<file path="src/rtl/core/tws_pkg.sv">
// Shared widths, register codes and stage payload types of the table waveshaper.
package tws_pkg;

    localparam int SAMPLE_W    = 17;
    localparam int ENTRY_IDX_W = 8;
    localparam int GAIN_W      = 17;
    localparam int ENTRIES_W   = 9;
    localparam int CFG_IDX_W   = 2;
    localparam int CFG_DATA_W  = 17;
    localparam int FRAC_W      = 16;
    localparam int PROD_W      = 35;
    localparam int BASE_W      = 19;
    localparam int MIX_W       = 37;

    localparam int TABLE_DEPTH_DEF = 256;

    localparam logic [GAIN_W-1:0]           GAIN_ONE    = 17'h10000;
    localparam logic [GAIN_W-1:0]           GAIN_RST    = 17'h00000;
    localparam logic [ENTRIES_W-1:0]        ENTRIES_RST = 9'd256;
    localparam logic signed [SAMPLE_W-1:0]  UNIT_POS    = 17'sh08000;
    localparam logic signed [SAMPLE_W-1:0]  UNIT_NEG    = -17'sh08000;
    localparam logic signed [SAMPLE_W:0]    UNIT_OFS    = 18'sh08000;
    localparam logic signed [SAMPLE_W-1:0]  OUT_MIN     = -17'sh10000;
    localparam logic signed [SAMPLE_W-1:0]  OUT_MAX     = 17'sh0ffff;

    typedef enum logic [CFG_IDX_W-1:0] {
        REG_MIX_GAIN       = 2'd0,
        REG_ENTRIES_IN_USE = 2'd1
    } cfg_reg_t;

    // Request as it leaves the index stage.
    typedef struct packed {
        logic                        is_write;
        logic                        below;
        logic                        above;
        logic signed [SAMPLE_W-1:0]  x;
        logic [ENTRY_IDX_W-1:0]      wr_index;
        logic signed [SAMPLE_W-1:0]  wr_value;
    } tws_req_t;

    // Interpolation terms handed to the mixer.
    typedef struct packed {
        logic signed [PROD_W-1:0]    prod;
        logic signed [BASE_W-1:0]    base;
        logic signed [SAMPLE_W-1:0]  x;
    } tws_interp_t;

endpackage

</file>
<file path="src/rtl/core/tws_mix.sv">
// Mixer: shaped value from the interpolation terms, wet/dry blend, rounding and saturation.
module tws_mix
    import tws_pkg::*;
(
    input  logic                        aclk,
    input  logic                        aresetn,
    input  logic                        in_valid,
    output logic                        in_ready,
    input  tws_interp_t                 in_item,
    input  logic [GAIN_W-1:0]           gain,
    output logic                        out_valid,
    input  logic                        out_ready,
    output logic signed [SAMPLE_W-1:0]  out_sample
);

    logic                       en_d;
    logic                       en_e;
    logic                       en_f;
    logic signed [PROD_W-1:0]   rnd;
    logic signed [GAIN_W:0]     gain_s;
    logic signed [MIX_W-1:0]    acc;
    logic signed [MIX_W-1:0]    y;
    logic signed [SAMPLE_W-1:0] y_next;

    logic                       vd_reg;
    logic signed [BASE_W-1:0]   e_reg;
    logic signed [SAMPLE_W-1:0] xd_reg;
    logic                       ve_reg;
    logic signed [MIX_W-1:0]    m_reg;
    logic signed [SAMPLE_W-1:0] xe_reg;
    logic                       vf_reg;
    logic signed [SAMPLE_W-1:0] y_reg;

    assign en_f     = !vf_reg || out_ready;
    assign en_e     = !ve_reg || en_f;
    assign en_d     = !vd_reg || en_e;
    assign in_ready = en_d;

    // e = shaped - dry; out = x + round(e * g), so zero gain passes x exactly.
    assign rnd    = in_item.prod + PROD_W'(32768);
    assign gain_s = $signed({1'b0, gain});
    assign acc    = (MIX_W'(xe_reg) <<< FRAC_W) + m_reg + MIX_W'(32768);
    assign y      = acc >>> FRAC_W;

    always_comb begin
        priority if (y < MIX_W'(OUT_MIN)) begin
            y_next = OUT_MIN;
        end else if (y > MIX_W'(OUT_MAX)) begin
            y_next = OUT_MAX;
        end else begin
            y_next = SAMPLE_W'(y);
        end
    end

    always_ff @(posedge aclk) begin
        if (!aresetn) begin
            vd_reg <= 1'b0;
            ve_reg <= 1'b0;
            vf_reg <= 1'b0;
        end else begin
            if (en_d) begin
                vd_reg <= in_valid;
            end
            if (en_e) begin
                ve_reg <= vd_reg;
            end
            if (en_f) begin
                vf_reg <= ve_reg;
            end
        end
    end

    always_ff @(posedge aclk) begin
        if (en_d && in_valid) begin
            e_reg  <= in_item.base + BASE_W'(rnd >>> FRAC_W);
            xd_reg <= in_item.x;
        end
        if (en_e && vd_reg) begin
            m_reg  <= MIX_W'(e_reg) * MIX_W'(gain_s);
            xe_reg <= xd_reg;
        end
        if (en_f && ve_reg) begin
            y_reg <= y_next;
        end
    end

    assign out_valid  = vf_reg;
    assign out_sample = y_reg;

endmodule

</file>
<file path="config.mk">
export PLATFORM = sky130hd
export DESIGN_NAME = tws_mix
export DESIGN_NICKNAME = d
export VERILOG_FILES = /design/src/rtl/core/tws_pkg.sv /design/src/rtl/core/tws_mix.sv
export SDC_FILE = /design/constraint.sdc
export NUM_CORES = 1
export LEC_CHECK = 0
export BUFFER_PORTS_ARGS = -buffer_cell sky130_fd_sc_hd__clkbuf_2
export CORE_AREA = 2 2 188 190
export DETAILED_ROUTE_END_ITERATION = 12
export DIE_AREA = 0 0 190 192
export PLACE_DENSITY = 0.68
export SLEW_MARGIN = 40
export SYNTH_ARGS = -nofsm -noshare
export SYNTH_HDL_FRONTEND = slang
export SYNTH_SLANG_ARGS = --single-unit
</file>
<file path="constraint.sdc">
create_clock -name aclk -period 9.5 [get_ports aclk]
set_input_delay 0.95 -clock aclk [delete_from_list [all_inputs] [get_ports aclk]]
set_output_delay 0.95 -clock aclk [all_outputs]
set_load 0.02 [all_outputs]
</file>
* Word level (Yosys, flattened, before mapping)
Cells that the tools add are included.
** Cells by class
- Add/subtract/negate cells :: 4
- Multipliers :: 1
- $lt $le $gt $ge :: 2
- Mux-type cells :: 1
- Reductions and logical operators :: 9
** Operators by type and width (count)
- $add A33 B37 Y37 :: 1
- $add A37 B17 Y37 const B :: 1
- $mul A19 B18 Y37 :: 1
- $add A35 B17 Y35 const B :: 1
- $gt A21 B17 Y1 const B :: 1
- $lt A21 B17 Y1 const B :: 1
- $add A19 B19 Y19 :: 1
- $mux W17 :: 1
- $logic_and A1 B1 Y1 :: 3
- $logic_not A1 Y1 :: 3
- $logic_or A1 B1 Y1 :: 3
** Word-level totals
- Register bits after elaboration :: 110
- Input port bits :: 92
- Output and inout port bits :: 19
- Word-level logic and storage cells :: 25

* Depth between registers and ports, before layout
- Word-level depth :: 5
- Gate-level depth with buffers :: 25
- Gate-level depth less buffers :: 24

* Worst setup path after synthesis
No wires, ideal clock.
- Path kind :: in2reg
- Start point :: input gain[10]
- End point :: register m_reg[36], data pin
- Setup time :: 0.260 ns
- Arrival time :: 6.767 ns
- Data required time :: 9.240 ns
- Path slack :: 2.473 ns
- Stages on the path :: 22
- Path buffers :: 2
- Path through :: clkbuf_1 buf_1 nand2_1 fa_1 inv_1 fa_1 fa_1 fa_1 fa_1 inv_1 fa_1 inv_1 ha_1 a211oi_1 o211ai_1 a211o_1 o21ai_0 a21oi_1 nor3_1 or2_2 o2111ai_1 xnor2_1
** Between the ends
- Cells in the longest elaborated chain, start to end :: 1
** RTL lines
- start, declared :: RTL line tws_mix.sv:10 : input logic [GAIN_W-1:0] gain,
- $mul A19 B18 Y37 :: RTL line tws_mix.sv:79 : m_reg <= MIX_W'(e_reg) * MIX_W'(gain_s);
- end signal, assigned :: RTL line tws_mix.sv:79
- end, declared :: RTL line tws_mix.sv:29 : logic signed [MIX_W-1:0] m_reg;
No other way between the ends.
A chain may end at the register's enable or synchronous reset.

* Final worst setup path
- Start point :: input gain[8]
- End point :: register m_reg[36], data pin
The elaborated chain is that of the path after synthesis.

==> results by group <==
Finish
  – Design Area, Final: between 15000 and 20000 sq um
  – Diode count: 0
  – Fraction of layout cells with a size suffix above 1: between 8 and 9%
  – Max reg flops: 22
  – P&R area growth vs syn: 7.31%
  – Nets: around 2300

Floorplanning
  – I/O pin cnt: around 110
  – Initial Util: roughly half
  – Die height: approximately 190 um
  – Core area: ~34000 sq um
  – Die ar.: between 30000 and 40000 sq um
  – Core Rows: a little under 70
  – Overall die width: 190 um

Job
  – Max_cap viols: 0

Global routing
  – Grt ovf: 0
  – Total GRT Usage: 21.4%
  – Pin count of the biggest net entering global routing: 40
  – Initial antenna violation count: 1
  – First-pass GRT wire length: 61500 um
  – Vias in the first global route: 12500

STA
  – Skew final: ~0.014 ns
  – Final worst setup slack: roughly 1.7 ns
  – Slew @ Worst Pin: between 0.8 and 0.9 ns
  – Slew HR: a little over two fifths
  – Hold Fails Final Rpt: 0
  – Final Critical Period: 7.76 ns
  – Setup TNS Final: 0 ns
  – Final worst path period share: around 82%
  – Endpoints failing setup: 0
  – Fmax: between 100 and 150 MHz
  – RSZ-0062 raised after global routing: false
  – Max Transition Viols Final: 0

Synthesis
  – Synth Warn #: 0
  – Async set or reset register ratio after synthesis: 0%
  – Mapped Area: around 17000 sq um
  – Largest area contributor in the netlist: fa_1
  – Top cell type's share of synthesized area: between 30% and 40%
  – Syn_nets: approximately 2300
  – Cell variety after synth: ~70
  – Seq/Total Area, Yosys: about 17%
  – Top post-synthesis cells by area: fa_1, edfxtp_1, ha_1, inv_1, and2_1
  – Ys flop type: edfxtp_1
  – Post-synth EDFFs: between 90 and 100
  – Synth Register Bits: between 90 and 100
  – Mapped Cells: approximately 1700
  – Avg Synthesized Cell Area: a little under 10 sq um

Routing
  – Initial DRC count: between 500 and 600
  – Drt first pass iters: 5
  – DR WL met2: about 17000 um
  – Final wirelength: 35500 um
  – # DRC: 0
  – Total vias in the final route: ~12000
  – Met3 WL: around 2300 um
  – Top sig layer: met4
  – Vias/cell: 5.11
  – Wire length per cell: 15.7 um
  – Routed Antenna Nets: 0
  – DRT met1 WL: around 16000 um

CTS
  – CTS Buf Count: 9
  – Setup Fix Bufs, Post-CTS: 0
  – Clock transition at path regs: roughly 0.070 ns
  – CTS HTree Levels: 3
  – Clk buf depth: 2
  – TritonCTS clock tree: done
  – Num Clock Sinks: 95
  – Clock Latency Late Sink: roughly 0.37 ns
  – CTS root buffer: clkbuf_16
  – Gates resized, CTS repair: 0
  – Hold buffer count at cts: 0

Placement
  – Pre-CTS WS: about 1.4 ns
  – Placer congestion estimate: around 0.84
  – DP Area: about 18000 sq um
  – # port buffers: 95
  – Post-DP HPWL: about 29000 um

Critical path
  – Crit path arrival time: between 7 and 8 ns
  – WS Path Type: input pin to flop
  – Critical path data required time: between 9 and 10 ns
  – Startpoint types: input pin
  – Critical Path End Type: flop
  – Crit path max fanout: 19

Status
  – Status: complete, no violations

Min path
  – Worst hold path type: flop to flop
==> path summary, 6_finish.rpt <==
path | start | end | slack [ns] | cells after the start
worst min register to register | xd_reg[16] | xe_reg[16] | 0.42 | 0
worst max-delay path | gain[8] | m_reg[36] | 1.74 | 22
worst min-delay path | xd_reg[16] | xe_reg[16] | 0.42 | 0
worst max register to register | e_reg[9] | m_reg[36] | 1.87 | 21
==> cells in the final DEF (no fill, tap or decap), types with 3 or more instances in the layout <==
cell / count
o21a_1: 7
nand2_1: 190
edfxtp_1: 92
nor3_1: 11
a21o_1: 33
inv_6: 3
a211o_1: 3
a21oi_1: 48
fa_1: 326
and2_1: 160
clkbuf_16: 9
nor2b_1: 7
ha_1: 128
a21oi_2: 11
o211ai_1: 3
buf_4: 10
nor2_1: 31
o21bai_1: 4
inv_1: 425
nand2b_1: 8
a31oi_1: 6
nand3_1: 25
nand4_1: 8
clkbuf_2: 95
or3_1: 6
xnor2_1: 51
o21ai_0: 19
and3_1: 8
dfxtp_1: 3
a211oi_1: 3
xor2_1: 24
==> layout make-up <==
| cell class | instances | area, sq um |
|---|---|---|
| Inverter | 425 | 1600 |
| Sequential cell | 95 | 2820 |
| Clock inverter | 7 | 61.3 |
| Timing Repair Buffer | 105 | 551 |
| Multi-Input combinational cell | 1165 | 12400 |
| Clock buffer | 9 | 225 |
| Fill cell | 3056 | 16100 |
| Tap cell | 455 | 569 |
==> through the flow <==
step                      std cells  utilization (%)  hold WS, ns
after floorplan                1735                -        0.400
after global placement         2244             52.2        0.403
after detailed placement       2245             52.3        0.405
after CTS                      2261             53.1        0.422
after global routing           2261             53.1        0.429
final                          2261             53.1        0.420
==> synth_stat cells, types with 11 or more instances <==
| cell | count |
|---|---|
| nand3_1 | 25 |
| and2_1 | 160 |
| xor2_1 | 24 |
| a21oi_1 | 48 |
| nor2_1 | 31 |
| a21o_1 | 33 |
| xnor2_1 | 51 |
| nor3_1 | 11 |
| clkbuf_1 | 43 |
| o21ai_0 | 19 |
| nand2_1 | 190 |
| ha_1 | 128 |
| a21oi_2 | 11 |
| fa_1 | 326 |
| edfxtp_1 | 92 |
| inv_1 | 425 |
==> cells by family after synthesis <==
logic type,Yosys count,synth area share [%]
and+or+nand+nor,466,13.9
adders and majority gates,454,47.9
muxes,2,0.125
buffers and inverters,475,10.6
AOI/OAI and AO/OA,168,7.00
DFF,95,16.6
xor gates and xnor gates,75,3.87
==> metal layers <==
metal	track usage, %	vias to the layer above
met5	0	-
met4	5.01	0
met3	3.51	40
met2	36.8	296
met1	28.5	5799
li1	-	5413
==> worst max-delay path: stages <==
cell	delay, ns
clkbuf_2	0.29
and2_1	0.29
fa_1	0.53
inv_1	0.05
fa_1	0.49
fa_1	0.54
inv_1	0.07
fa_1	0.47
fa_1	0.55
inv_1	0.05
fa_1	0.53
inv_1	0.04
ha_1	0.38
a211oi_1	0.39
o211ai_1	0.20
a211o_1	0.32
o21ai_0	0.55
a21oi_1	0.25
nor3_1	0.37
or2_2	0.20
o2111ai_1	0.14
xnor2_1	0.28
Power is not shown: default switching activity piles up to over one toggle a cycle in this logic, so the estimate is an artifact.
