==> config.mk <==
export PLATFORM = sky130hd
export DESIGN_NAME = tws_index
export DESIGN_NICKNAME = d
export VERILOG_FILES = /design/src/rtl/core/tws_pkg.sv /design/src/rtl/core/tws_index.sv
export SDC_FILE = /design/constraint.sdc
export NUM_CORES = 1
export LEC_CHECK = 0
export BUFFER_PORTS_ARGS = -buffer_cell sky130_fd_sc_hd__buf_2
export CORE_AREA = 2 2 135 137
export CTS_CLUSTER_SIZE = 10
export DETAILED_ROUTE_END_ITERATION = 8
export DIE_AREA = 0 0 137 139
export PLACE_DENSITY_LB_ADDON = 0.25
export SKIP_LAST_GASP = 1
export SLEW_MARGIN = 10
export SYNTH_ARGS = -nofsm -noshare
export SYNTH_HDL_FRONTEND = slang
export SYNTH_SLANG_ARGS = --single-unit
==> constraint.sdc <==
create_clock -name aclk -period 6.2 [get_ports aclk]
set_input_delay 0.62 -clock aclk [delete_from_list [all_inputs] [get_ports aclk]]
set_output_delay 0.62 -clock aclk [all_outputs]
set_load 0.1 [all_outputs]
==> src/rtl/core/tws_pkg.sv <==
// Shared widths, register codes and stage payload types of the table waveshaper.
package tws_pkg;

    localparam int SAMPLE_W    = 17;
    localparam int ENTRY_IDX_W = 8;
    localparam int GAIN_W      = 17;
    localparam int ENTRIES_W   = 9;
    localparam int CFG_IDX_W   = 2;
    localparam int CFG_DATA_W  = 17;
    localparam int FRAC_W      = 16;
    localparam int PROD_W      = 35;
    localparam int BASE_W      = 19;
    localparam int MIX_W       = 37;

    localparam int TABLE_DEPTH_DEF = 256;

    localparam logic [GAIN_W-1:0]           GAIN_ONE    = 17'h10000;
    localparam logic [GAIN_W-1:0]           GAIN_RST    = 17'h00000;
    localparam logic [ENTRIES_W-1:0]        ENTRIES_RST = 9'd256;
    localparam logic signed [SAMPLE_W-1:0]  UNIT_POS    = 17'sh08000;
    localparam logic signed [SAMPLE_W-1:0]  UNIT_NEG    = -17'sh08000;
    localparam logic signed [SAMPLE_W:0]    UNIT_OFS    = 18'sh08000;
    localparam logic signed [SAMPLE_W-1:0]  OUT_MIN     = -17'sh10000;
    localparam logic signed [SAMPLE_W-1:0]  OUT_MAX     = 17'sh0ffff;

    typedef enum logic [CFG_IDX_W-1:0] {
        REG_MIX_GAIN       = 2'd0,
        REG_ENTRIES_IN_USE = 2'd1
    } cfg_reg_t;

    // Request as it leaves the index stage.
    typedef struct packed {
        logic                        is_write;
        logic                        below;
        logic                        above;
        logic signed [SAMPLE_W-1:0]  x;
        logic [ENTRY_IDX_W-1:0]      wr_index;
        logic signed [SAMPLE_W-1:0]  wr_value;
    } tws_req_t;

    // Interpolation terms handed to the mixer.
    typedef struct packed {
        logic signed [PROD_W-1:0]    prod;
        logic signed [BASE_W-1:0]    base;
        logic signed [SAMPLE_W-1:0]  x;
    } tws_interp_t;

endpackage

==> src/rtl/core/tws_index.sv <==
// Index stage: range check of the sample and segment position from sample times entry count.
module tws_index
    import tws_pkg::*;
#(
    parameter int TABLE_DEPTH = TABLE_DEPTH_DEF,
    localparam int NW = $clog2(TABLE_DEPTH + 1)
) (
    input  logic                        aclk,
    input  logic                        aresetn,
    input  logic                        in_valid,
    output logic                        in_ready,
    input  logic                        in_req_type,
    input  logic signed [SAMPLE_W-1:0]  in_sample,
    input  logic [ENTRY_IDX_W-1:0]      in_entry_index,
    input  logic signed [SAMPLE_W-1:0]  in_entry_value,
    input  logic [NW-1:0]               n_eff,
    output logic                        out_valid,
    input  logic                        out_ready,
    output tws_req_t                    out_req,
    output logic [NW-1:0]               out_idx,
    output logic [FRAC_W-1:0]           out_frac
);

    localparam int PW = SAMPLE_W + NW;

    logic                    en;
    logic signed [SAMPLE_W:0] u_sum;
    logic [SAMPLE_W-1:0]     u;
    logic [PW-1:0]           p;
    tws_req_t                req_next;

    logic                    valid_reg;
    tws_req_t                req_reg;
    logic [NW-1:0]           idx_reg;
    logic [FRAC_W-1:0]       frac_reg;

    assign en       = !valid_reg || out_ready;
    assign in_ready = en;

    // Shift into 0..2 in Q.15 and scale by the entry count.
    assign u_sum = SAMPLE_W'(0) + {in_sample[SAMPLE_W-1], in_sample} + UNIT_OFS;
    assign u     = u_sum[SAMPLE_W-1:0];
    assign p     = PW'(u) * PW'(n_eff);

    always_comb begin
        req_next.is_write = in_req_type;
        req_next.below    = (in_sample < UNIT_NEG);
        req_next.above    = (in_sample > UNIT_POS);
        req_next.x        = in_sample;
        req_next.wr_index = in_entry_index;
        req_next.wr_value = in_entry_value;
    end

    always_ff @(posedge aclk) begin
        if (!aresetn) begin
            valid_reg <= 1'b0;
        end else if (en) begin
            valid_reg <= in_valid;
        end
    end

    always_ff @(posedge aclk) begin
        if (en && in_valid) begin
            req_reg  <= req_next;
            idx_reg  <= p[FRAC_W +: NW];
            frac_reg <= p[FRAC_W-1:0];
        end
    end

    assign out_valid = valid_reg;
    assign out_req   = req_reg;
    assign out_idx   = idx_reg;
    assign out_frac  = frac_reg;

`ifndef SYNTHESIS
    a_region_excl: assert property (@(posedge aclk) disable iff (!aresetn)
        valid_reg |-> !(req_reg.below && req_reg.above))
        else $error("sample flagged both below and above the table span");
`endif

endmodule

Word-level counts from Yosys, hierarchy flattened
Cells that the tools add are included.
Word-level totals
  register bits: 71
  output and inout port bits: 72
Cells by class
  add/sub/neg operators: 1
  multiply operators: 1
  order comparisons: 2
  reductions and logical operators: 3
Operator list (count)
  $mul A17 B9 Y25: 1
  $add A17 B17 Y17 const B: 1
  $gt A17 B17 Y1 const B: 1
  $lt A17 B16 Y1 const B: 1
  $logic_and A1 B1 Y1: 1
  $logic_not A1 Y1: 1
  $logic_or A1 B1 Y1: 1

Longest topological paths before layout
Gate-level depths: netlist (run 1).
  depth after elaboration: 3
  gate-level depth with buffers: 19

Worst setup path before layout (run 1)
OpenSTA, ideal clock, no wires.
  path kind: in2reg
  start point: input port n_eff[1]
  end point: register idx_reg[5] (netlist: out_idx[5]) (data pin)
  arrival time: 4.670 ns
  path slack: 1.270 ns
  stages on the path: 17
  buffers on the path: 2
  path through: clkbuf_1 -> clkbuf_1 -> nand2_1 -> fa_1 -> inv_1 -> fa_1 -> fa_1 -> inv_1 -> fa_1 -> inv_1 -> ha_1 -> a2111oi_4 -> o21ai_2 -> a21boi_2 -> nor2_2 -> a221oi_2 -> xnor2_1
On the way
  cells in the longest elaborated chain, start to end: 1
RTL lines
  start, declared: line tws_index.sv:16  | input logic [NW-1:0] n_eff,
  $mul A17 B9 Y25: line tws_index.sv:43  | assign p = PW'(u) * PW'(n_eff);
  named net p[21]: line tws_index.sv:29  | logic [PW-1:0] p;
  end signal, assigned: line tws_index.sv:65  | idx_reg <= p[FRAC_W +: NW];
  end, declared: line tws_index.sv:34  | logic [NW-1:0] idx_reg;
The timed path passes the listed nets, and every way through them passes these cells.
A chain may end at the register's enable or synchronous reset.

Worst setup path in the final report (run 1)
  start point: input port in_sample[15]
  end point: register idx_reg[5] (netlist: out_idx[5]) (data pin)
On the way
  cells in the longest elaborated chain, start to end: 2
RTL lines
  start, declared: line tws_index.sv:13  | input logic signed [SAMPLE_W-1:0] in_sample,
  $add A17 B17 Y17: line tws_index.sv:41  | assign u_sum = SAMPLE_W'(0) + {in_sample[SAMPLE_W-1], in_sample} + UNIT_OFS;
  $mul A17 B9 Y25: line tws_index.sv:43
  named net p[21]: line tws_index.sv:29
The timed path passes the listed nets, and every way through them passes these cells.

==> run metrics, run 1 <==
status=finished, final reports clean; sw frac=52.1%; Final setup viols=0; CP arrival=4.91 ns; Area Growth Syn to Fin=16.0%; kind of critical path=in2reg; Sequential Power Share=19.0%; clk buf depth=2; crit-path most repeated cell=fa_1; RSZ-0062 raised after global routing=no; Global Route Usage Sum=17.9%; fin crit share=77.5%; Final Hold Viols=0; largest net degree at the start of global routing=71; Fmax=0.208 GHz; CTS tree=built; initial antenna violation count=0; Switch Pwr=2.04 mW; drt drc=0; Mapped Cells=649; Clk Tree Root Cell=clkbuf_16; Clk pwr share=13.2%; number of global-route vias before repair=5253; Crit path max-delay family=adder cells; clock latency at the later pin of the worst-skew pair=0.35 ns; Async S/R FF share, synth=0%; Clock Skew=0.0159 ns; pwr/cell area=485 nW/um^2; Via Count=4832; Vias/cell=4.86; synth warn=0; layout cell share with drive strength beyond 1=19.6%; syn nets=857; Cell Area, Synth=6970 um^2; Fin Setup TNS=0 ns; hpwl dp=11800 um; Core Box Area=17700 um^2; CP peak stage delay=0.54 ns; Layout Nets=969; n_diodes=0; CTS resizes=0; Slowest-stage cell, CP=fa_1; Slew Viols, Final=0; VDD IR max=0.302 mV; Internal Power=1.88 mW; die area=19000 um^2; I/O pins=128; die height=139 um; post-synthesis sequential area ratio=30.5%; Post-synth EDFFs=70; top_reg_cell synth=edfxtp_1; Hold WS=0.440 ns; Worst Path Max Fanout=10; final core occ=45.8%; crit end category=flip-flop; Slew headroom=35.1%; Routed WL per cell=15.7 um; worst-margin pin slew=0.974 ns; DRT iter0 DRCs=272; Initial Util=39.5%; placed insts=979; CTS Buf Count=9; H-tree Lvls=3; synthesis-stage register bit count=71; number of core rows=49; leakage=3.86 nW; Reg clk slew, reported paths=0.07 ns; MaxCap Viol Count=0; DRT antenna net count=0; First-pass DRT Iterations=4; fin crit period=4.81 ns; syn_area_per_cell=10.7 um^2; CP Data Required Time=6.30 ns; Die Wd=137 um; WP buf/inv=4; startpoint types=input port; GP Congestion=0.806; Finished Layout Cells=995; crit-path cells=buf_2, inv_1, ha_1, nor2b_1, fa_1, inv_1, fa_1, fa_1, fa_1, inv_1, ha_1, a21o_1, a31o_1, a31oi_1, o21bai_1, a221oi_2, xnor2_1; Combinational Power Share=67.8%; Post-CTS Hold Buffers=0; Port Buf Inserts=127; gr ovfl total=0; CTS Sinks=71; first-pass GRT wire length=26200 um; final wirelength=15600 um; synth unique cells=47; worst hold path class=in2reg; Post-CTS Setup Bufs=0
-- routing by layer --
metal	part of all wire, %	wire (um)	track usage (%)	vias up
met5	0	0	0	-
met1	41	6420	21.2	2425
met4	2.9	446	6.73	0
met2	51	8050	31.7	130
li1	-	-	-	2248
met3	4.6	714	3.58	29
-- logic make-up (layout without fill, tap and decap cells) --
logic type,Yosys count,count (layout),share of synthesized area (%)
simple gates,196,196,14.2
buf+inv,155,272,8.35
fa+ha+maj,152,152,38.6
flops,71,71,30.5
compound gates,55,55,5.84
xor+xnor,20,20,2.51
-- Yosys cell counts (4+ instances only) --
cell | number | area, um^2
and2_1 | 61 | 382
fa_1 | 105 | 2100
clkbuf_1 | 25 | 93.8
o21ai_0 | 4 | 20.0
nand2_1 | 89 | 334
a21oi_1 | 16 | 80.1
inv_1 | 129 | 484
edfxtp_1 | 70 | 2100
a21o_1 | 6 | 45.0
nor2_1 | 6 | 22.5
xnor2_1 | 18 | 158
nor2b_1 | 16 | 100
ha_1 | 47 | 588
nand2b_1 | 6 | 37.5
-- power groups by stage --
| stage | combinational, mW | sequential (mW) | clock (mW) |
|---|---|---|---|
| after floorplan | 1.52 | 1.41 | 0 |
| after global placement | 2.66 | 0.758 | 0 |
| after detailed placement | 2.67 | 0.760 | 0 |
| after CTS | 2.69 | 0.749 | 0.531 |
| after global routing | 2.97 | 0.755 | 0.550 |
| final | 2.66 | 0.746 | 0.516 |
-- per-stage QoR --
stage,cell area (um^2),power [mW],worst slack (ns)
final,8080,3.92,1.39
after global routing,8080,4.28,1.10
after CTS,8080,3.97,1.40
after detailed placement,7790,3.43,1.03
after global placement,7790,3.42,1.10
after floorplan,6970,2.93,1.27
-- final timing paths --
check	from	endpoint	slack [ns]	cells past startpoint
setup reg to reg	out_valid$_SDFFE_PN0N_	out_idx[0]$_DFFE_PP_	4.58	2
hold / removal	in_entry_value[16]	out_req[16]$_DFFE_PP_	0.44	1
hold reg to reg	out_valid$_SDFFE_PN0N_	out_valid$_SDFFE_PN0N_	0.56	2
setup / recovery	in_sample[15]	out_idx[5]$_DFFE_PP_	1.39	17
-- cell type report --
type                       count  area (um^2)
multi-input combinational    423         4270
clock inverter                 7         63.8
sequential                    71         2120
timing repair buffer         127          636
tap                          229          287
fill                        1704         9570
clock buffer                   9          225
inverter                     129          484
-- layout by cell type (no fill, tap or decap), types with 3 or more instances in the layout --
master | Yosys | layout
a21o_1 | 6 | 6
inv_1 | 129 | 129
nand2_1 | 89 | 89
clkbuf_16 | 0 | 9
nor2b_1 | 16 | 16
edfxtp_1 | 70 | 70
xnor2_1 | 18 | 18
a21oi_1 | 16 | 16
nand3_1 | 3 | 3
nor4_1 | 3 | 3
nor2_1 | 6 | 6
nand2b_1 | 6 | 6
o21ai_0 | 4 | 4
buf_2 | 0 | 127
and2_1 | 61 | 60
nor3_1 | 3 | 3
fa_1 | 105 | 105
ha_1 | 47 | 47
a31oi_1 | 3 | 3
-- sequential cells by signal, indices dropped and copies added (netlist names) --
signal and count:
out_frac 16, out_req 45, out_idx 9, out_valid 1
No activity file was read; power rests on OpenSTA's default activity.
==> inputs of run 2 (changes only) <==
--- a/config.mk
+++ b/config.mk
@@ -5,11 +5,12 @@
 export SDC_FILE = /design/constraint.sdc
 export NUM_CORES = 1
 export LEC_CHECK = 0
+export ABC_AREA = 1
 export BUFFER_PORTS_ARGS = -buffer_cell sky130_fd_sc_hd__buf_2
-export CORE_AREA = 2 2 135 137
+export CORE_AREA = 2 2 139 141
 export CTS_CLUSTER_SIZE = 10
 export DETAILED_ROUTE_END_ITERATION = 8
-export DIE_AREA = 0 0 137 139
+export DIE_AREA = 0 0 141 143
 export PLACE_DENSITY_LB_ADDON = 0.25
 export SKIP_LAST_GASP = 1
 export SLEW_MARGIN = 10
==> constraint.sdc (replaced) <==
create_clock -name aclk -period 4.7 [get_ports aclk]
set_input_delay 0.47 -clock aclk [delete_from_list [all_inputs] [get_ports aclk]]
set_output_delay 0.47 -clock aclk [all_outputs]
set_load 0.1 [all_outputs]
==> run metrics, run 2 <==
syn_area_per_cell=8.60 um^2 (-20%); Post-CTS Setup Bufs=0 (unchanged); CP arrival=4.35 ns (-0.56 ns); initial antenna violation count=0 (unchanged); Area Growth Syn to Fin=17.1%; worst-margin pin slew=0.920 ns (-0.0539 ns); gr ovfl total=0 (unchanged); Initial Util=39.8% (+0.33 points); max FFs per register=45 (unchanged); most frequent cells after synthesis=254 x nand2_1, 243 x inv_1, 105 x fa_1; VDD IR max=0.257 mV (-15%); top_reg_cell synth=edfxtp_1; GP Congestion=0.865 (+7.3%); Reg clk slew, reported paths=0.06 ns (about the same); CTS resizes=0 (unchanged); kind of critical path=in2reg; Hold WS=0.288 ns (-0.152 ns); WP buf/inv=6 (+2); Via Count=5685 (+18%); Core Box Area=18600 um^2 (+5.2%); status=finished, final reports clean; clk buf depth=2 (unchanged); M1 WL=7470 um (+16%); First-pass DRT Iterations=5 (+1); startpoint types=input port; clock latency at the later pin of the worst-skew pair=0.36 ns (about the same); syn nets=1068 (+25%); Clk Tree Root Cell=clkbuf_16; fin crit share=90.4%; Synth top area share=28.4% (-1.7 points); Final Hold Viols=0 (unchanged); Mapped Cells=860 (+33%); pwr/cell area=640 nW/um^2 (+32%); synth warn=0 (unchanged); I/O pins=128 (unchanged); Port Buf Inserts=127 (unchanged); count leader, synth=nand2_1; DRT iter0 DRCs=266 (-2.2%); CTS tree=built; post-synthesis sequential area ratio=28.7% (-1.8 points); met2 wire len=8560 um (+6.3%); number of core rows=50 (+2.0%); final wirelength=17500 um (+12%); fin crit period=4.25 ns; synth unique cells=24 (-49%); Die Wd=141 um (+2.9%); leakage=4.90 nW (+27%); ranking of synthesized cells by area=edfxtp_1 28%, fa_1 28%, nand2_1 13%; Async S/R FF share, synth=0% (unchanged); Routed WL per cell=14.4 um (-8.5%); Slowest-stage cell, CP=fa_1; Final setup viols=0 (unchanged); DR top layer=met4; Slew Viols, Final=0 (unchanged); hpwl dp=13500 um (+14%); crit-path cells=buf_2, inv_1, ha_1, buf_4, nor2_1, fa_1, inv_1, fa_1, fa_1, fa_1, inv_1, ha_1, nand2_1, nor2_1, inv_1, nor3_1, nand2_1, nand3_1, nand2_1; Post-CTS Hold Buffers=0 (unchanged); final worst setup slack=0.452 ns (-0.940 ns); CP peak stage delay=0.54 ns (about the same); Fin Setup TNS=0 ns (unchanged); first-pass GRT wire length=29200 um (+12%); largest net degree at the start of global routing=71 (unchanged); Fmax=0.235 GHz; CTS Buf Count=9 (unchanged); DRT antenna net count=0 (unchanged); n_diodes=0 (unchanged); Yosys top cell by area=edfxtp_1; synthesis-stage register bit count=71 (unchanged); Crit path max-delay family=adder cells; Cell Area, Synth=7390 um^2 (+6.1%); Global Route Usage Sum=18.7% (+0.84 points); worst hold path class=in2reg; placement-stage worst setup slack=0.0902 ns (-0.942 ns); crit end category=flip-flop; most frequent cells in the layout=254 x nand2_1, 243 x inv_1, 127 x buf_2; met3 wire len=1100 um (+54%); drt drc=0 (unchanged); CP Data Required Time=4.80 ns (-1.50 ns); Post-synth EDFFs=70 (unchanged); Clock Skew=0.0141 ns (-0.00174 ns); most common cell after layout, fill and taps aside=nand2_1; die area=20200 um^2 (+5.9%); Vias/cell=4.67 (-3.8%); Worst Path Max Fanout=6 (-4); fillers=1835 (+7.7%); Slew headroom=38.6% (+3.6 points); number of global-route vias before repair=5924 (+13%); CTS Sinks=71 (unchanged); layout cell share with drive strength beyond 1=17.1% (-2.5 points); MaxCap Viol Count=0 (unchanged); Layout Nets=1186 (+22%); H-tree Lvls=3 (unchanged); die height=143 um (+2.9%); RSZ-0062 raised after global routing=no
[run 2: cell types whose count changed after synthesis, sizes merged, moves of 16 or more]
cell | previous run | this run
and2 | 61 | 3
inv | 129 | 243
nand2 | 89 | 259
nand3 | 3 | 23
nor2 | 7 | 34
nor2b | 16 | 0
xnor2 | 18 | 1
[run 2: worst paths after layout]
path	from	to	slack, ns	cells after the start
worst min-delay path	in_entry_index[5]	out_req[22]$_DFFE_PP_	0.29	1
worst max-delay path	in_sample[15]	out_idx[6]$_DFFE_PP_	0.45	19
worst max register to register	out_valid$_SDFFE_PN0N_	out_idx[7]$_DFFE_PP_	3.08	2
worst min register to register	out_valid$_SDFFE_PN0N_	out_valid$_SDFFE_PN0N_	0.54	2
[run 2: area by class of cell]
cell class,count,area (um^2),area share [%]
inverters,243,912,10.5
well taps,234,293,3.38
clock inverters,7,105,1.21
multi-input cells,513,4240,49.0
clock buffers,9,225,2.60
flip-flops and latches,71,2120,24.5
repair buffers,140,758,8.76
[run 2: where the power goes]
part           total, mW  switching, mW  internal [mW]
logic               3.78           2.69           1.09
registers          0.978         0.0308          0.947
clock network      0.780          0.308          0.473
[run 2: logic make-up after synthesis]
group	after synthesis	share of synthesized area (%)
xor gates and xnor gates	11	1.30
buffers and inverters	276	14.0
AOI/OAI and AO/OA	20	1.52
DFF	71	28.7
and+or+nand+nor	330	18.0
adders and majority gates	152	36.4
[run 2: routing by layer]
metal | vias to the layer above | global-route usage [%]
li1 | 2727 | -
met1 | 2755 | 23.4
met2 | 182 | 33.0
met3 | 21 | 3.72
met4 | 0 | 5.63
met5 | - | 0
[run 2: per-stage QoR]
| stage | util, % | instances | total power, mW | cell area (um^2) |
|---|---|---|---|---|
| after floorplan | - | 860 | 3.98 | 7400 |
| after global placement | 44.8 | 1201 | 4.76 | 8330 |
| after detailed placement | 44.8 | 1201 | 4.78 | 8330 |
| after CTS | 46.6 | 1217 | 5.60 | 8660 |
| after global routing | 46.6 | 1217 | 6.04 | 8660 |
| final | 46.6 | 1217 | 5.54 | 8660 |
==> inputs of run 3 (changes only) <==
--- a/config.mk
+++ b/config.mk
@@ -7,6 +7,8 @@
 export LEC_CHECK = 0
 export ABC_AREA = 1
 export BUFFER_PORTS_ARGS = -buffer_cell sky130_fd_sc_hd__buf_2
+export CELL_PAD_IN_SITES_DETAIL_PLACEMENT = 0
+export CELL_PAD_IN_SITES_GLOBAL_PLACEMENT = 1
 export CORE_AREA = 2 2 139 141
 export CTS_CLUSTER_SIZE = 10
 export DETAILED_ROUTE_END_ITERATION = 8
==> run metrics, run 3 (synthesized netlist as in run 2, its figures left out) <==
Vias/cell=4.60 (-1.6%); layout cell share with drive strength beyond 1=18.1% (+0.98 points); most common cell after layout, fill and taps aside=nand2_1; I/O pins=128 (unchanged); Post-CTS Hold Buffers=0 (unchanged); worst-margin pin slew=0.931 ns (+0.0105 ns); gr ovfl total=0 (unchanged); Final Hold Viols=0 (unchanged); crit-path cells=buf_2, inv_1, ha_1, buf_4, nor2_1, fa_1, inv_1, fa_1, fa_1, fa_1, inv_1, ha_1, nand2_2, nor2_1, inv_1, nor3_1, nand2_1, nand3_1, nand2_1; clock latency at the later pin of the worst-skew pair=0.35 ns (about the same); Die Wd=141 um (unchanged); drt drc=0 (unchanged); first-pass GRT wire length=30200 um (+3.3%); Initial Util=39.8% (unchanged); Via Count=5654 (-0.55%); number of global-route vias before repair=5936 (+0.20%); leakage=4.94 nW (+0.82%); CTS Buf Count=9 (unchanged); pwr/cell area=641 nW/um^2 (+0.27%); max FFs per register=45 (unchanged); number of core rows=50 (unchanged); Layout Nets=1199 (+1.1%); fin crit share=90.5% (+0.16 points); met3 Use GR=2.95% (-0.77 points); worst hold path class=in2reg; largest net degree at the start of global routing=51 (-28%); Clock Skew=0.00845 ns (-0.00567 ns); startpoint types=input port; DRT antenna net count=0 (unchanged); Slowest-stage cell, CP=fa_1; worst setup path start=in_sample[15]; die area=20200 um^2 (unchanged); Routed WL per cell=14.7 um (+2.3%); CP arrival=4.36 ns (about the same); status=finished, final reports clean; H-tree Lvls=3 (unchanged); MaxCap Viol Count=0 (unchanged); M2 GR Usage=35.2% (+2.2 points); Post-CTS Setup Bufs=0 (unchanged); Reg clk slew, reported paths=0.06 ns (about the same); initial antenna violation count=0 (unchanged); final wirelength=18100 um (+3.4%); Tot Pwr=5.59 mW (+0.87%); CP peak stage delay=0.54 ns (about the same); grt met1 use=24.2% (+0.78 points); fillers=1849 (+0.76%); Critical R2R Launch=out_valid$_SDFFE_PN0N_; placement-stage worst setup slack=0.0464 ns (-0.0438 ns); VDD IR max=0.294 mV (+14%); Global Route Usage Sum=19.5% (+0.72 points); CTS Sinks=71 (unchanged); crit end category=flip-flop; GP Congestion=0.845 (-2.3%); Worst Path Max Fanout=6 (unchanged); First-pass DRT Iterations=4 (-1); Port Buf Inserts=127 (unchanged); RSZ-0062 raised after global routing=no; die height=143 um (unchanged); Fmax=0.235 GHz (-0.17%); hpwl dp=14400 um (+6.3%); n_diodes=0 (unchanged); kind of critical path=in2reg; CP Data Required Time=4.80 ns (about the same); final worst setup slack=0.445 ns (-0.00741 ns); Clk Tree Root Cell=clkbuf_16; CTS tree=built; clk buf depth=2 (unchanged); Slew headroom=37.8% (-0.84 points); GR peak layer=met2; Final setup viols=0 (unchanged); Area Growth Syn to Fin=17.8%; Core Box Area=18600 um^2 (unchanged); Slew Viols, Final=0 (unchanged); fin crit period=4.26 ns (+0.00741 ns); Worst Hold Launch=in_entry_index[6]; most frequent cells in the layout=254 x nand2_1, 243 x inv_1, 127 x buf_2; Crit path max-delay family=adder cells; CTS resizes=0 (unchanged); DRT iter0 DRCs=258 (-3.0%); Fin Setup TNS=0 ns (unchanged); WP buf/inv=6 (unchanged)
==> run 3: changes by cell type in the layout (fill, tap and decap cells not counted), sizes merged <==
cell      delta
inv          -1
bufinv       -1
clkinv       +1
buf         +13
clkinvlp     +1
==> run 3: power breakdown <==
| group | leakage (nW) | internal, mW | switching (mW) |
|---|---|---|---|
| registers | 0.688 | 0.946 | 0.0270 |
| clock network | 0.139 | 0.412 | 0.307 |
| logic | 4.11 | 1.18 | 2.72 |
| total | 4.94 | 2.54 | 3.05 |
==> run 3: path summary, 6_finish.rpt <==
path,depth (start not counted),to,slack (ns)
hold reg to reg,2,out_valid$_SDFFE_PN0N_,0.55
setup reg to reg,2,out_frac[12]$_DFFE_PP_,2.90
hold / removal,1,out_req[23]$_DFFE_PP_,0.29
setup / recovery,19,out_idx[5]$_DFFE_PP_,0.44
==> run 3: metrics by stage <==
stage / utilization (%) / cells / hold slack, ns / cell area, um^2
2_1_floorplan: - / 860 / 0.569 / 7400
3_3_place_gp: 45.3 / 1214 / 0.532 / 8410
3_5_place_dp: 45.3 / 1214 / 0.543 / 8410
4_1_cts: 46.9 / 1230 / 0.283 / 8710
5_1_grt: 46.9 / 1230 / 0.279 / 8710
6_report: 46.9 / 1230 / 0.294 / 8710
==> run 3: worst reg2reg max path, stage by stage (launching register included) <==
cell and delay, ns:
dfxtp_1 0.34, a21oi_4 0.74, buf_12 0.34
==> run 3: layout make-up <==
type	count	area, um^2	share of cell area (%)
clock buffers	9	225	2.59
clock inverters	7	71.3	0.819
inverters	243	912	10.5
multi-input cells	513	4240	48.7
flip-flops and latches	71	2120	24.4
well taps	234	293	3.36
repair buffers	153	843	9.68
==> run 3: metal layers <==
| metal | up-vias | routed length, um |
|---|---|---|
| li1 | 2762 | - |
| met1 | 2721 | 7760 |
| met2 | 144 | 9170 |
| met3 | 27 | 803 |
| met4 | 0 | 350 |
| met5 | - | 0 |
